<file path="src/rtl/utf8_to_utf16_stream_decoder_macros.svh">
// ----------------------------------------------------------------------------
// UTF-8 to UTF-16 stream decoder assertion macros
// Shared assertion helpers; they compile away when SYNTHESIS is defined.
// ----------------------------------------------------------------------------
`ifndef UTF8_TO_UTF16_STREAM_DECODER_MACROS_SVH
`define UTF8_TO_UTF16_STREAM_DECODER_MACROS_SVH

`ifndef SYNTHESIS
// Same-cycle implication, disabled during reset.
`define U8U16_ASSERT_NOW(lbl, clk, rstn, ant, cons) \
  lbl: assert property (@(posedge clk) disable iff (!(rstn)) (ant) |-> (cons)) \
    else $error("u8u16 assertion failed");
// Next-cycle implication, disabled during reset.
`define U8U16_ASSERT_NEXT(lbl, clk, rstn, ant, cons) \
  lbl: assert property (@(posedge clk) disable iff (!(rstn)) (ant) |=> (cons)) \
    else $error("u8u16 assertion failed");
`else
`define U8U16_ASSERT_NOW(lbl, clk, rstn, ant, cons)
`define U8U16_ASSERT_NEXT(lbl, clk, rstn, ant, cons)
`endif

`endif

</file>
<file path="src/rtl/u8u16_pkg.sv">
// ----------------------------------------------------------------------------
// u8u16_pkg
// Item types, constants and controller/datapath interface structs.
// ----------------------------------------------------------------------------
package u8u16_pkg;

  // Input item opcodes.
  localparam logic OP_DATA  = 1'b0;
  localparam logic OP_FLUSH = 1'b1;

  // UTF-16 constants.
  localparam logic [15:0] U_REPL    = 16'hFFFD;
  localparam logic [15:0] U_HI_BASE = 16'hD800;
  localparam logic [15:0] U_LO_BASE = 16'hDC00;
  localparam logic [20:0] U_PLANE1  = 21'h10000;

  // Flush feeds the UTF-8 form of the replacement character.
  localparam logic [7:0] FL_B0 = 8'hEF;
  localparam logic [7:0] FL_B1 = 8'hBF;
  localparam logic [7:0] FL_B2 = 8'hBD;

  // Limit on code units per input item.
  localparam logic [2:0] MAX_UNITS = 3'd4;

  typedef struct packed {
    logic       opcode;
    logic [7:0] data_byte;
  } in_item_t;

  typedef struct packed {
    logic [15:0] code_unit;
    logic        last;
  } out_item_t;

  // Commands from controller to datapath.
  typedef struct packed {
    logic load;       // take the input item into the work buffer
    logic step;       // decode one sequence at the buffer front
    logic emit_next;  // move to the next collected code unit
  } dp_cmd_t;

  // Status from datapath to controller.
  typedef struct packed {
    logic len_zero;   // work buffer is empty
    logic held_zero;  // no bytes held from earlier items
    logic ucnt_zero;  // no code units collected
    logic last_unit;  // current code unit is the final one
  } dp_sts_t;

endpackage

</file>
<file path="src/rtl/u8u16_datapath.sv">
// ----------------------------------------------------------------------------
// u8u16_datapath
// Work buffer, held-byte store, one-sequence decoder and code unit buffer.
// ----------------------------------------------------------------------------
module u8u16_datapath (
  input  logic                   clk,
  input  logic                   rst_n,
  input  u8u16_pkg::in_item_t    in_data,
  input  u8u16_pkg::dp_cmd_t     cmd,
  output u8u16_pkg::dp_sts_t     sts,
  output u8u16_pkg::out_item_t   out_data
);

  // Work buffer: byte 0 is the decode front.
  logic [5:0][7:0]  buf_r, buf_nxt;
  logic [2:0]       len_r, len_nxt;
  logic             flush_r;
  // Bytes of an incomplete sequence carried to the next item.
  logic [2:0][7:0]  held_r;
  logic [1:0]       hcnt_r;
  // Collected code units of the current item.
  logic [3:0][15:0] unit_r;
  logic [2:0]       ucnt_r, ucnt_nxt;
  logic [1:0]       optr_r;

  logic [7:0]       b0, b1, b2, b3;
  logic             is_ascii, is_two, is_three, is_four, is_multi;
  logic [2:0]       need;
  logic             incomplete, cont_ok;
  logic [20:0]      cp, wv;
  logic [2:0]       adv, nu;
  logic [15:0]      u0, u1;
  logic [47:0]      extra_vec, held_vec, load_vec;
  logic [2:0]       load_len;
  logic [2:0]       usum;

  // Decode of the sequence at the buffer front.
  always_comb begin
    b0 = buf_r[0];
    b1 = buf_r[1];
    b2 = buf_r[2];
    b3 = buf_r[3];
    is_ascii = (b0[7] == 1'b0);
    is_two   = (b0[7:5] == 3'b110);
    is_three = (b0[7:4] == 4'b1110);
    is_four  = (b0[7:3] == 5'b11110);
    is_multi = is_two | is_three | is_four;
    need = is_four ? 3'd4 : (is_three ? 3'd3 : (is_two ? 3'd2 : 3'd1));
    incomplete = is_multi && (len_r < need);
    cont_ok = (b1[7:6] == 2'b10)
            && ((need < 3'd3) || (b2[7:6] == 2'b10))
            && ((need < 3'd4) || (b3[7:6] == 2'b10));
    priority if (is_two) begin
      cp = {10'd0, b0[4:0], b1[5:0]};
    end else if (is_three) begin
      cp = {5'd0, b0[3:0], b1[5:0], b2[5:0]};
    end else begin
      cp = {b0[2:0], b1[5:0], b2[5:0], b3[5:0]};
    end
    if (is_ascii) begin
      cp = {13'd0, b0};
    end
    if (!(is_ascii || (is_multi && cont_ok))) begin
      cp = {5'd0, u8u16_pkg::U_REPL};
    end
    adv = (is_multi && cont_ok) ? need : 3'd1;

    // Map the code point to one or two code units.
    wv = cp - u8u16_pkg::U_PLANE1;
    if (|cp[20:16]) begin
      nu = 3'd2;
      u0 = u8u16_pkg::U_HI_BASE + {5'd0, wv[20:10]};
      u1 = u8u16_pkg::U_LO_BASE + {6'd0, wv[9:0]};
    end else begin
      nu = 3'd1;
      u0 = (cp[15:11] == 5'b11011) ? u8u16_pkg::U_REPL : cp[15:0];
      u1 = u8u16_pkg::U_REPL;
    end
    usum = ucnt_r + nu;
    ucnt_nxt = (usum > u8u16_pkg::MAX_UNITS) ? u8u16_pkg::MAX_UNITS : usum;

    // Drop the consumed bytes from the front.
    buf_nxt = buf_r >> {adv, 3'b000};
    len_nxt = len_r - adv;
  end

  // New work buffer: held bytes, then the byte or the flush bytes.
  always_comb begin
    if (in_data.opcode == u8u16_pkg::OP_FLUSH) begin
      extra_vec = {24'd0, u8u16_pkg::FL_B2, u8u16_pkg::FL_B1, u8u16_pkg::FL_B0};
      load_len  = {1'b0, hcnt_r} + 3'd3;
    end else begin
      extra_vec = {40'd0, in_data.data_byte};
      load_len  = {1'b0, hcnt_r} + 3'd1;
    end
    held_vec = '0;
    for (int i = 0; i < 3; i++) begin
      if (i < int'(hcnt_r)) begin
        held_vec[i*8 +: 8] = held_r[i];
      end
    end
    load_vec = (extra_vec << {hcnt_r, 3'b000}) | held_vec;
  end

  // Control registers.
  always_ff @(posedge clk) begin
    if (!rst_n) begin
      len_r   <= 3'd0;
      hcnt_r  <= 2'd0;
      ucnt_r  <= 3'd0;
      optr_r  <= 2'd0;
      flush_r <= 1'b0;
    end else if (cmd.load) begin
      len_r   <= load_len;
      hcnt_r  <= 2'd0;
      ucnt_r  <= 3'd0;
      optr_r  <= 2'd0;
      flush_r <= (in_data.opcode == u8u16_pkg::OP_FLUSH);
    end else if (cmd.step) begin
      if (incomplete) begin
        len_r <= 3'd0;
        if (!flush_r) begin
          hcnt_r <= len_r[1:0];
        end
      end else begin
        len_r  <= len_nxt;
        ucnt_r <= ucnt_nxt;
      end
    end else if (cmd.emit_next) begin
      optr_r <= optr_r + 2'd1;
    end
  end

  // Payload registers.
  always_ff @(posedge clk) begin
    if (cmd.load) begin
      buf_r <= load_vec;
    end else if (cmd.step) begin
      if (incomplete) begin
        held_r <= buf_r[2:0];
      end else begin
        buf_r <= buf_nxt;
        if (ucnt_r < u8u16_pkg::MAX_UNITS) begin
          unit_r[ucnt_r[1:0]] <= u0;
        end
        if ((nu == 3'd2) && (ucnt_r < u8u16_pkg::MAX_UNITS - 3'd1)) begin
          unit_r[ucnt_r[1:0] + 2'd1] <= u1;
        end
      end
    end
  end

  // Status and result item.
  always_comb begin
    sts.len_zero  = (len_r == 3'd0);
    sts.held_zero = (hcnt_r == 2'd0);
    sts.ucnt_zero = (ucnt_r == 3'd0);
    sts.last_unit = (({1'b0, optr_r} + 3'd1) == ucnt_r);
    out_data.code_unit = unit_r[optr_r];
    out_data.last      = sts.last_unit;
  end

endmodule

</file>
<file path="src/rtl/u8u16_ctrl.sv">
// ----------------------------------------------------------------------------
// u8u16_ctrl
// Controller: accepts an item, runs decode steps, then hands out code units.
// ----------------------------------------------------------------------------
`include "utf8_to_utf16_stream_decoder_macros.svh"

module u8u16_ctrl (
  input  logic                 clk,
  input  logic                 rst_n,
  input  logic                 in_valid,
  input  logic                 in_flush,
  output logic                 in_ready,
  output logic                 out_valid,
  input  logic                 out_ready,
  input  u8u16_pkg::dp_sts_t   sts,
  output u8u16_pkg::dp_cmd_t   cmd
);

  localparam logic [1:0] S_IDLE   = 2'd0;
  localparam logic [1:0] S_DECODE = 2'd1;
  localparam logic [1:0] S_EMIT   = 2'd2;

  logic [1:0] state_r, state_nxt;
  logic       in_fire, out_fire;

  // Handshakes and commands.
  always_comb begin
    in_ready      = (state_r == S_IDLE);
    out_valid     = (state_r == S_EMIT);
    in_fire       = in_valid && in_ready;
    out_fire      = out_valid && out_ready;
    cmd.load      = in_fire && !(in_flush && sts.held_zero);
    cmd.step      = (state_r == S_DECODE) && !sts.len_zero;
    cmd.emit_next = out_fire && !sts.last_unit;
  end

  // Next state.
  always_comb begin
    state_nxt = state_r;
    unique case (state_r)
      S_IDLE: begin
        if (cmd.load) begin
          state_nxt = S_DECODE;
        end
      end
      S_DECODE: begin
        if (sts.len_zero) begin
          state_nxt = sts.ucnt_zero ? S_IDLE : S_EMIT;
        end
      end
      S_EMIT: begin
        if (out_fire && sts.last_unit) begin
          state_nxt = S_IDLE;
        end
      end
      default: begin
        state_nxt = S_IDLE;
      end
    endcase
  end

  always_ff @(posedge clk) begin
    if (!rst_n) begin
      state_r <= S_IDLE;
    end else begin
      state_r <= state_nxt;
    end
  end

  // Checks on the sequencing.
  `U8U16_ASSERT_NOW(a_emit_has_units, clk, rst_n, state_r == S_EMIT, !sts.ucnt_zero)
  `U8U16_ASSERT_NEXT(a_load_decodes, clk, rst_n, cmd.load, state_r == S_DECODE)
  `U8U16_ASSERT_NEXT(a_last_ends_item, clk, rst_n, out_fire && sts.last_unit, state_r == S_IDLE)

endmodule

</file>
<file path="src/rtl/utf8_to_utf16_stream_decoder.sv">
// ----------------------------------------------------------------------------
// utf8_to_utf16_stream_decoder
// Streaming UTF-8 to UTF-16 transcoder, one item in, up to four code units out.
// ----------------------------------------------------------------------------
// The block works on one item at a time. An accepted item is loaded into the
// work buffer and decoded one sequence per cycle (at most six for a flush);
// once the buffer is empty, the code units are handed out one per cycle while
// the output side is ready. A byte that only extends a held sequence produces
// nothing, and neither does a flush with nothing held.
// The final code unit of an item carries last.
module utf8_to_utf16_stream_decoder (
  input  logic                   clk,
  input  logic                   rst_n,
  input  logic                   in_valid,
  output logic                   in_ready,
  input  u8u16_pkg::in_item_t    in_data,
  output logic                   out_valid,
  input  logic                   out_ready,
  output u8u16_pkg::out_item_t   out_data
);

  u8u16_pkg::dp_cmd_t cmd;
  u8u16_pkg::dp_sts_t sts;

  // Sequencing.
  u8u16_ctrl u_ctrl (
    .clk       (clk),
    .rst_n     (rst_n),
    .in_valid  (in_valid),
    .in_flush  (in_data.opcode == u8u16_pkg::OP_FLUSH),
    .in_ready  (in_ready),
    .out_valid (out_valid),
    .out_ready (out_ready),
    .sts       (sts),
    .cmd       (cmd)
  );

  // Buffers and decoder.
  u8u16_datapath u_datapath (
    .clk      (clk),
    .rst_n    (rst_n),
    .in_data  (in_data),
    .cmd      (cmd),
    .sts      (sts),
    .out_data (out_data)
  );

endmodule
</file>
<file path="config.mk">
export PLATFORM = sky130hd
export DESIGN_NAME = utf8_to_utf16_stream_decoder
export DESIGN_NICKNAME = d
export VERILOG_FILES = /design/src/rtl/u8u16_pkg.sv /design/src/rtl/u8u16_datapath.sv /design/src/rtl/u8u16_ctrl.sv /design/src/rtl/utf8_to_utf16_stream_decoder.sv
export VERILOG_INCLUDE_DIRS = /design/src /design/src/rtl
export SDC_FILE = /design/constraint.sdc
export NUM_CORES = 1
export LEC_CHECK = 0
export BUFFER_PORTS_ARGS = -buffer_cell sky130_fd_sc_hd__buf_2
export CAP_MARGIN = 30
export CORE_MARGIN = 1
export CORE_UTILIZATION = 54
export CTS_CLUSTER_SIZE = 40
export DETAILED_ROUTE_END_ITERATION = 7
export PLACE_DENSITY = 0.82
export SYNTH_ARGS = -nofsm -noshare
export SYNTH_HDL_FRONTEND = slang
export SYNTH_SLANG_ARGS = --single-unit
</file>
<file path="constraint.sdc">
create_clock -name clk -period 3.2 [get_ports clk]
set_input_delay 0.16 -clock clk [delete_from_list [all_inputs] [get_ports clk]]
set_output_delay 0.16 -clock clk [all_outputs]
set_load 0.05 [all_outputs]
</file>
==> impl_results.md, run 1 <==
* Status: finished clean
* DR vias/cell at 6.808
* Port buffer count at 31
* Fmax at about 330 MHz
* Kind of critical path: register to register
* Clock Path Buffers at 2
* Clock Pin Slew Worst Setup and Hold Paths at 0.06 ns
* I/O pins at 32
* Core area at between 0.015 and 0.02 mm²
* Clock Skew at approximately 0.011 ns
* CTS Buf Count at 17
* Hold Vio Cnt, Final at 0
* Tot GR Track Use at 0.2979
* Yosys top cell by area: edfxtp_1
* #FFs+latches synth at between 100 and 150
* Routability cong. at between 1 and 1.5
* Drt wl/cell at roughly 22 µm
* Worst slack, placed at 0.1149 ns
* Ys flop type: edfxtp_1
* Vias in the first global route at about 7500
* Non-filler instance count after layout at 1138
* Via count at 7747
* Final setup margin at 0.1680 ns
* Latest clock arrival within the worst-skew pair at between 0.4 and 0.5 ns
* DRT Pass-1 Iters at 6
* WL final at 25320 µm
* Critical Path End Type: register
* Diode count at 0
* Maximum number of pins on one net before global-route repair at between 60 and 70
* P_leak at 3.401 nW
* Routed Antenna Nets at 0
* Drt drc at 0
* Chip Height at 131.4 µm
* PD cells at roughly 460 mW/mm²
* Period utilization at 0.9475
* First-pass GRT wire length at 40520 µm
* Number of max-cap violations at 0
* Worst Hold Slack at ~0.032 ns
* Slew HR at 0.4760
* Clock sinks at 149
* Hold Path Class: input port to register
* Worst EP arrival at 3.33 ns
* Hpwl dp at 16920 µm
* Placed cell count at 1103
* Antenna violations before repair at 0
* Worst-path fanout max at 8
* H-tree depth at 4
* Peak supply drop at between 0.3 and 0.4 mV
* Fill count at 1262
* Row Count at 46
* Worst setup SP type: register
* Area growth syn-to-layout at 12.13%
* CP required at 3.50 ns
* Register area share after synthesis at 0.4804
* Die X at 131.4 µm
* Post-Syn Area at 0.009042 mm²
* RSZ-0062 raised after global routing: true
* Setup-failing EPs final at 0
* Layout cells sized above 1 at 0.1931
* Overall power at 4.675 mW
* Number of synthesized flops with an enable pin at around 140
* Fin. max-slew vios at 0
* CTS Hold Buffers Added at 0
* Synth area leaders: edfxtp_1 45%, nand2_1 4.2%, mux2i_1 4.1%, mux4_2 4.0%, o21ai_0 3.8%
* Clk root buf: clkbuf_16
* Actual slew at the worst max-slew pin at 0.7824 ns
* Synth warn at 0
* Nets at 933
* Die area at 0.01727 mm²
* Initial drt markers at 912
* Fin util at 0.6292
* Overflow after GRT at 0
* Post-Synthesis Cells at just under 900
* Synth cell types at 85
* Avg Inst Size Synth at 10.41 µm²
* Post-route minimum period at 3.032 ns
* Share of the synthesized area in the top cell type at 0.4516
* CTS tree: done
* Initial cell density of the core at 0.5611
* Synth async-reset ratio at 0
stage by stage:
stage	cell area, µm²	TNS [ns]
global route	10140	-0.02451
CTS	10080	0
floorplan	9046	0
finish	10140	0
detailed placement	9563	0
global placement	9563	0
cells in the final DEF, fill, tap and decap left out, types with 6 or more instances in the layout:
cell type    n
o21ai_1     11
or3_1        8
nand2_1    100
o22ai_1     18
ha_1         6
mux2i_1     37
mux2_2       8
a221oi_1    11
o21ai_0     68
mux4_2      16
o2bb2ai_1    6
clkbuf_16   17
nor2_1      64
edfxtp_1   136
dfxtp_1     13
nor3_1      19
and3_1       8
o221ai_1     6
xnor2_1      6
nand2b_1    12
nand3_1     18
buf_2       31
a21oi_1     58
nor2b_1     11
a221o_1      6
buf_4       50
inv_1       13
o221a_2     11
and2_1       8
a31oi_1     12
a211oi_1    12
cells in the mapped netlist (4+ instances only):
cell / count
nor2_1: 65
buf_2: 8
mux4_2: 16
nand3_1: 18
dfxtp_1: 13
o221a_2: 11
o2bb2ai_1: 6
or3_1: 8
a21oi_1: 58
and2_1: 8
mux2i_1: 37
o22ai_1: 18
nor2b_1: 11
o221ai_1: 6
o21ai_1: 11
nand3b_1: 4
a211oi_1: 15
nand4b_1: 4
mux2_2: 8
buf_1: 5
a22o_1: 4
buf_4: 4
nand2_1: 100
edfxtp_1: 136
o21a_1: 4
a221o_1: 6
inv_1: 13
a31oi_1: 12
clkbuf_1: 41
ha_1: 7
xnor2_1: 6
a21boi_0: 4
o21ai_0: 68
and3_1: 8
nor3_1: 19
a211o_1: 4
xor2_1: 4
nand2b_1: 12
a221oi_1: 11
nor3b_1: 4
path summary, 6_finish.rpt:
path | start | slack [ns] | to | cells past startpoint
max | u_datapath.b0[7] | 0.17 | u_datapath.ucnt_r[2] | 14
min | rst_n | 0.03 | u_ctrl.state_r[1] | 2
max reg2reg | u_datapath.b0[7] | 0.17 | u_datapath.ucnt_r[2] | 14
min reg2reg | u_datapath.flush_r | 0.48 | u_datapath.flush_r | 2
final cells by class:
cell class                 instances  area [µm²]  share of cell area
sequential                       149        4344              0.4284
timing repair buffer              82       550.5             0.05429
multi-input combinational        644        4398              0.4337
clock buffer                      18       429.2             0.04232
clock inverter                    13       85.08            0.008391
tap                              216       270.3             0.02665
inverter                          16       62.56            0.006170
critical path, cell delays in order (launching register included):
cell and delay, ns:
edfxtp_1 0.43, nand2_2 0.16, o32a_1 0.39, o21ai_2 0.15, nor2_1 0.10, nand2_1 0.09
ha_2 0.21, nand2b_1 0.11, inv_4 0.13, ha_1 0.17, inv_1 0.05, fa_1 0.43
a211oi_2 0.26, xnor2_1 0.15, nor2_1 0.07
registers in the layout (all words and copies together) (netlist names):
register,flops
u_datapath.b2,8
u_datapath.flush_r,1
u_datapath.held_r,24
u_datapath.buf_r,16
u_datapath.hcnt_r,2
u_datapath.optr_r,2
u_datapath.unit_r,64
u_ctrl.state_r,2
u_datapath.b1,8
u_datapath.b0,8
u_datapath.ucnt_r,3
u_datapath.len_r,3
u_datapath.b3,8
metal layers:
metal	up-vias	wire length, µm	global-route usage
li1	3440	-	-
met1	3675	10020	0.3965
met2	567	12010	0.4788
met3	65	2664	0.06173
met4	0	623	0.1130
met5	-	0	0
what timing repair did:
item	CTS	global route
endpoints found under the setup margin	0	19
setup buffers	0	4
gates resized for setup	0	7
where the power goes:
group / switching [mW] / total, mW / internal, mW
Sequential: 0.0730 / 2.29 / 2.21
Clock: 0.816 / 1.80 / 0.982
Combinational: 0.375 / 0.591 / 0.216
Total: 1.26 / 4.68 / 3.41
cell families (layout without fill, tap and decap cells):
family | Yosys count | in the layout | share of synthesized area
compound gates | 279 | 279 | 0.2121
xor+xnor | 10 | 10 | 0.009685
fa+ha+maj | 10 | 10 | 0.01633
buf+inv | 77 | 129 | 0.03722
flops | 149 | 149 | 0.4804
mux | 62 | 62 | 0.09243
other cells | 1 | 2 | 0.0004147
simple gates | 281 | 281 | 0.1514
(Power assumes the default switching activity.)
==> inputs of run 2 (changes only) <==
- ABC_AREA: default -> 1
==> run 2 against run 1 <==
  * Design area grew 1.7%
  * Clock skew decreased by 0.0023 ns
  * Routed wire length is 2.8% higher
  * Die area grew 2.7%
  * Flip-flop and latch count stayed put
  * Global-route usage grew 0.48 points
  * Non-clock buffer count is 22 lower
  * Sequential power about the same
  * Critical path depth up 4
  * Sequential share of layout area shrank 0.73 points
  * Register-to-register slack is essentially flat
  * Critical path type unchanged
==> impl_results.md, run 2 <==
* First-pass GRT wire length at between 40000 and 50000 µm
* Overall power at 5.139 mW
* Via count at around 8800
* Routability cong. at slightly above 0.9
* Drt drc at 0
* Register area share after synthesis at 0.4674
* Clock Path Buffers at 2
* Slew HR at 0.4439
* Antenna violations before repair at 0
* Most common library cell in the layout ignoring fill and taps: nand2_1
* Initial drt markers at 1232
* Vias in the first global route at about 8000
* #FFs+latches synth at 149
* Number of synthesized flops with an enable pin at 136
* Count leader, synth: nand2_1
* Peak supply drop at 0.4086 mV
* Fmax at 330.6 MHz
* Clk root buf: clkbuf_16
* P_leak at 4.252 nW
* Top delay family on crit path: simple AND/OR/NAND/NOR gates
* I/O pins at 32
* Row Count at between 40 and 50
* Nets at between 1000 and 1500
* Initial cell density of the core at 0.5565
* CP required at 3.57 ns
* Critical Path End Type: register
* Die area at roughly 0.018 mm²
* Tot GR Track Use at 0.3027
* Most frequent cells in the layout: 332 x nand2_1, 136 x edfxtp_1, 132 x nor2_1
* WL final at ~26000 µm
* Avg Inst Size Synth at approximately 7.9 µm²
* Clock Skew at approximately 0.0086 ns
* Kind of critical path: register to register
* Max reg flops at 64
* Worst EP arrival at 3.40 ns
* Setup-failing EPs final at 0
* PD cells at 498.2 mW/mm²
* Synth warn at 0
* Synth area leaders: edfxtp_1 44%, nand2_1 13%, nor2_1 5.4%, a21oi_1 4.9%, o21ai_0 4.7%
* Top post-synthesis cells by count: 332 x nand2_1, 136 x edfxtp_1, 134 x nor2_1
* Setup_tns at 0 ns
* Number of max-cap violations at 0
* Die X at between 100 and 150 µm
* Post-Synthesis Cells at between 1000 and 1500
* DR vias/cell at 6.115
* Ordered cell list for the critical path: nand2_1 > inv_2 > nand2_2 > nand2_1 > nand2_2 > nand2_4 > inv_2 > nand2_1 > ha_1 > nand3_2 > nor2_4 > ha_1 > inv_1 > fa_1 > xnor2_1 > nor2_2 > nand2_1 > a21oi_1
* Cell mode on critical path: nand2_1
* Post-route minimum period at 3.025 ns
* Clock Pin Slew Worst Setup and Hold Paths at around 0.06 ns
* Overflow after GRT at 0
* Post-Syn Area at between 0.009 and 0.01 mm²
* Yosys top cell by area: edfxtp_1
* Clock sinks at 149
* Actual slew at the worst max-slew pin at 0.8330 ns
* Latest clock arrival within the worst-skew pair at 0.44 ns
* Buf/Inv on CP at 3
* Hpwl dp at 17320 µm
* Status: finished clean
* Area growth syn-to-layout at 10.99%
* Worst setup SP type: register
* Period utilization at 0.9452
* Setup bufs post-CTS at 0
* Slowest cell on the critical path: edfxtp_1
* Core area at 0.01670 mm²
* Hold Path Class: input port to register
* Maximum number of pins on one net before global-route repair at 52
* Worst-path fanout max at 6
* Port buffer count at 31
* Share of the synthesized area in the top cell type at 0.4394
* Synth cell types at 42
* Fin util at 0.6176
* Hold Vio Cnt, Final at 0
* Drt wl/cell at 18.19 µm
* Critical Path Max Stage Delay at 0.44 ns
* Synth async-reset ratio at 0
* H-tree depth at 4
* CTS tree: done
* Fin. max-slew vios at 0
* Chip Height at 133.2 µm
* Ys flop type: edfxtp_1
* Layout cells sized above 1 at 0.1189
* DRT Pass-1 Iters at 6
* CTS Buf Count at 17
* Diode count at 0
* Routed Antenna Nets at 0
## run 2: worst paths after layout
| kind | start | end | slack, ns | cells after the start |
|---|---|---|---|---|
| min reg2reg | u_datapath.b1[2] | u_datapath.held_r[10] | 0.45 | 0 |
| max | u_datapath.b0[4] | u_datapath.ucnt_r[1] | 0.18 | 18 |
| min | rst_n | u_ctrl.state_r[0] | 0.06 | 3 |
| max reg2reg | u_datapath.b0[4] | u_datapath.ucnt_r[1] | 0.18 | 18 |
## run 2: timing repair
item | 4_1_cts | 5_1_grt
hold buffers | 0 | 0
gates resized for setup | 0 | 2
setup endpoints to repair | 0 | 15
## run 2: tightest hold or removal path, stage by stage
cell and delay (ns):
buf_2 0.07, inv_1 0.11, nor2_1 0.12
## run 2: cells by family (layout without fill, tap and decap cells)
family,after synthesis,after routing,synth area share
other,1,2,0.0004035
adder cells (fa/ha/maj),10,10,0.01589
XOR/XNOR,7,7,0.006597
buffers and inverters,146,175,0.06731
AND/OR/NAND/NOR,607,607,0.2876
multiplexers,1,1,0.001077
AO/OA/AOI/OAI,260,260,0.1537
flip-flops,149,149,0.4674
## run 2: where the power goes
part           leakage [nW]  internal, mW  switching, mW
sequential             1.35          2.22         0.0579
combinational          2.59         0.201          0.460
clock                 0.309          1.38          0.819
## run 2: per-stage QoR
stage	std cells	area [µm²]	worst slack, ns	hold slack, ns
2_1_floorplan	1182	9298	0.1534	0.3541
3_5_place_dp	1399	9672	0.1802	0.4370
5_1_grt	1431	10310	-0.002004	0.08354
3_3_place_gp	1399	9672	0.2842	0.4323
4_1_cts	1431	10310	0.1842	0.05469
6_report	1431	10310	0.1754	0.06043
## run 2: area by class of cell
type | count | area, µm²
multi-input cells | 887 | 4338
clock inverters | 14 | 206.4
fillers | 1397 | 6386
well taps | 220 | 275.3
repair buffers | 60 | 410.4
inverters | 83 | 311.5
flip-flops and latches | 149 | 4344
clock buffers | 18 | 429.2
## run 2: routing by layer
layer,routed length [µm],vias up,GRT usage
li1,-,4058,-
met1,10760,4049,0.4155
met2,11870,570,0.4660
met3,2600,74,0.05936
met4,805,0,0.1364
met5,0,-,0
==> inputs of run 3 (changes only) <==
- SYNTH_HIERARCHICAL: default -> 1
==> run 3 against run 2 <==
  * Combinational power grew 19%
  * Non-clock buffer count increased by 2
  * Global-route usage shrank 0.13 points
  * Area after synthesis down 2.1%
  * Critical path depth increased by 1
  * Utilization down 0.57 points
  * Design area fell by 2.0%
  * Flip-flop and latch count unchanged
  * Via count decreased by 3.8%
  * Power up 0.25%
  * Critical path type unchanged
  * Critical endpoint is now u_datapath/ucnt_r[1]
==> impl_results.md, run 3 <==
* Status: finished clean
* Critical Path End Type: register
* Most common library cell in the layout ignoring fill and taps: nand2_1
* Slowest cell on the critical path: fa_1
* Routed Antenna Nets at 0
* Tot GR Track Use at 0.3014
* First-pass GRT wire length at 40900 µm
* Synth cell types at 47
* Fill count at 1410
* Setup_tns at 0 ns
* DR vias/cell at between 6 and 7
* Worst setup SP type: register
* Antenna violations before repair at 0
* Clk root buf: clkbuf_16
* Avg Inst Size Synth at 7.929 µm²
* Fin. max-slew vios at 0
* Nets at 1192
* PD cells at 509.5 mW/mm²
* Hold Vio Cnt, Final at 0
* Post-Synth XOR/XNOR Area at 0.006741
* Peak supply drop at roughly 0.4 mV
* Die area at between 0.015 and 0.02 mm²
* DRT Pass-1 Iters at 6
* #FFs+latches synth at 149
* Drt drc at 0
* Via count at approximately 8400
* Post-synthesis mux area share at 0.001101
* Share of the synthesized area in the top cell type at 0.4490
* H-tree depth at 4
* Register area share after synthesis at 0.4776
* Complex-gate fraction of the synthesized area at 0.1903
* Overflow after GRT at 0
* Number of max-cap violations at 0
* Critical Path Max Stage Delay at 0.48 ns
* Top delay family on crit path: adder cells
* Clock Skew at 0.01059 ns
* I/O pins at 32
* Hpwl dp at about 17000 µm
* Yosys top cell by area: edfxtp_1
* P_leak at ~4.3 nW
* Worst EP arrival at approximately 3.3 ns
* Ys flop type: edfxtp_1
* Adder-cell share of the synthesized area at 0.01623
* Row Count at 47
* Fmax at 331.3 MHz
* Synth async-reset ratio at 0
* Latest clock arrival within the worst-skew pair at 0.44 ns
* Maximum number of pins on one net before global-route repair at 65
* Max reg flops at 64
* Synth warn at 6
* Area of the multi-input gates at 0.004059 mm²
* Chip Height at 131.8 µm
* Setup bufs post-CTS at 0
* Setup-failing EPs final at 0
* CTS Buf Count at 17
* Most frequent cells in the layout: 255 x nand2_1, 150 x o21ai_0, 136 x edfxtp_1
* Routability cong. at 0.9497
* RSZ-0062 raised after global routing: false
* Worst-path fanout max at 17
* Largest family of logic cells by synthesized area: simple AND/OR/NAND/NOR gates
* Initial cell density of the core at 0.5504
* Drt wl/cell at 18.04 µm
* Core area at 0.01652 mm²
* Actual slew at the worst max-slew pin at 0.7746 ns
* Number of synthesized flops with an enable pin at 136
* Cell mode on critical path: inv_2
* Post-Syn Area at between 0.009 and 0.01 mm²
* CP required at 3.52 ns
* Reg area at 0.004344 mm²
* Ordered cell list for the critical path: inv_2 > nor2_2 > nand3_1 > nand2_1 > inv_2 > nand2_4 > inv_2 > nand2_2 > inv_2 > nand2_1 > ha_1 > nand3_1 > nor2_4 > buf_4 > fa_1 > xnor2_2 > nor2_1 > o21ai_0 > a21oi_1
* Post-route minimum period at 3.018 ns
* Synth area leaders: edfxtp_1 45%, nand2_1 11%, o21ai_0 8.3%, nor2_1 5.2%, a21oi_1 5.0%
* CTS tree: done
* Initial drt markers at 1170
* Fin util at 0.6119
* Period utilization at 0.9432
* Die X at 131.8 µm
* Clock Pin Slew Worst Setup and Hold Paths at 0.06 ns
* WL final at 25300 µm
* Kind of critical path: register to register
* Layout cells sized above 1 at 0.1100
* Count leader, synth: nand2_1
* Post-Synthesis Cells at 1147
* Clock sinks at 149
* Hold Path Class: input port to register
* Simple-gate share of the synthesized area at 0.2277
* Area growth syn-to-layout at 11.17%
* Vias in the first global route at 7965
* Slew HR at 0.4830
* Clock Path Buffers at 2
* Top post-synthesis cells by count: 255 x nand2_1, 150 x o21ai_0, 136 x edfxtp_1
* Buf/Inv on CP at 5
* Diode count at 0
* Port buffer count at 31
## run 3: cell types whose count changed after synthesis, moves of 8 or more
cell | previous run | this run
nand2_1 | 332 | 255
o211ai_1 | 28 | 5
nand3b_1 | 31 | 4
nor2_1 | 134 | 126
o21ai_0 | 87 | 150
inv_1 | 67 | 106
inv_2 | 16 | 6
## run 3: final cells by class
type,count,area share
Inverter,114,0.04232
Clock inverter,15,0.01745
Multi-Input combinational cell,825,0.4014
Tap cell,220,0.02722
Clock buffer,17,0.04207
Sequential cell,149,0.4297
Timing Repair Buffer,62,0.03985
## run 3: kinds of logic (layout without fill, tap and decap cells)
group,Yosys count,in the layout
flops,149,149
other cells,1,2
simple gates,485,485
xor+xnor,7,7
mux,1,1
buf+inv,174,208
compound gates,320,320
fa+ha+maj,10,10
## run 3: worst register-to-register path, stage by stage (launching register included)
cell      delay (ns)
edfxtp_1        0.45
inv_2           0.17
nor2_2          0.07
nand3_1         0.08
nand2_1         0.06
inv_2           0.13
nand2_4         0.08
inv_2           0.09
nand2_2         0.06
inv_2           0.06
nand2_1         0.05
ha_1            0.23
nand3_1         0.16
nor2_4          0.05
buf_4           0.20
fa_1            0.48
xnor2_2         0.18
nor2_1          0.06
o21ai_0         0.19
a21oi_1         0.06
## run 3: timing repair
item,CTS,global route
setup endpoints to repair,0,2
gates resized for setup,0,1
hold endpoints to repair,2,0
hold buffers,1,0
## run 3: through the flow
| step | area (µm²) | hold slack (ns) | std cells | worst slack (ns) | power, mW |
|---|---|---|---|---|---|
| finish | 10110 | 0.06218 | 1402 | 0.1817 | 5.151 |
| global route | 10110 | 0.1060 | 1402 | 0.01254 | 5.318 |
| CTS | 10100 | 0.04909 | 1402 | 0.1768 | 5.144 |
| detailed placement | 9492 | 0.4204 | 1369 | 0.2153 | 3.090 |
| global placement | 9492 | 0.4117 | 1369 | 0.3077 | 3.072 |
| floorplan | 9111 | 0.2813 | 1148 | 0.08553 | 2.873 |
## run 3: path summary, 6_finish.rpt
check / cells after the start / start / endpoint / slack, ns
worst max-delay path: 19 / u_datapath/b0[4] / u_datapath/ucnt_r[1] / 0.18
worst min-delay path: 3 / in_valid / u_ctrl/state_r[0] / 0.06
worst max register to register: 19 / u_datapath/b0[4] / u_datapath/ucnt_r[1] / 0.18
worst min register to register: 0 / u_datapath/b1[4] / u_datapath/held_r[12] / 0.45
## run 3: routing by layer
layer / wire, µm / vias up / global-route usage
met5: 0 / - / 0
met4: 897 / 0 / 0.1389
met3: 2627 / 94 / 0.06882
met2: 11720 / 547 / 0.4815
met1: 10060 / 3829 / 0.3910
li1: - / 3949 / -
## run 3: power by group
group | internal (mW) | switching [mW] | total (mW)
Combinational | 0.222 | 0.568 | 0.789
Clock | 1.23 | 0.851 | 2.08
Sequential | 2.23 | 0.0558 | 2.28
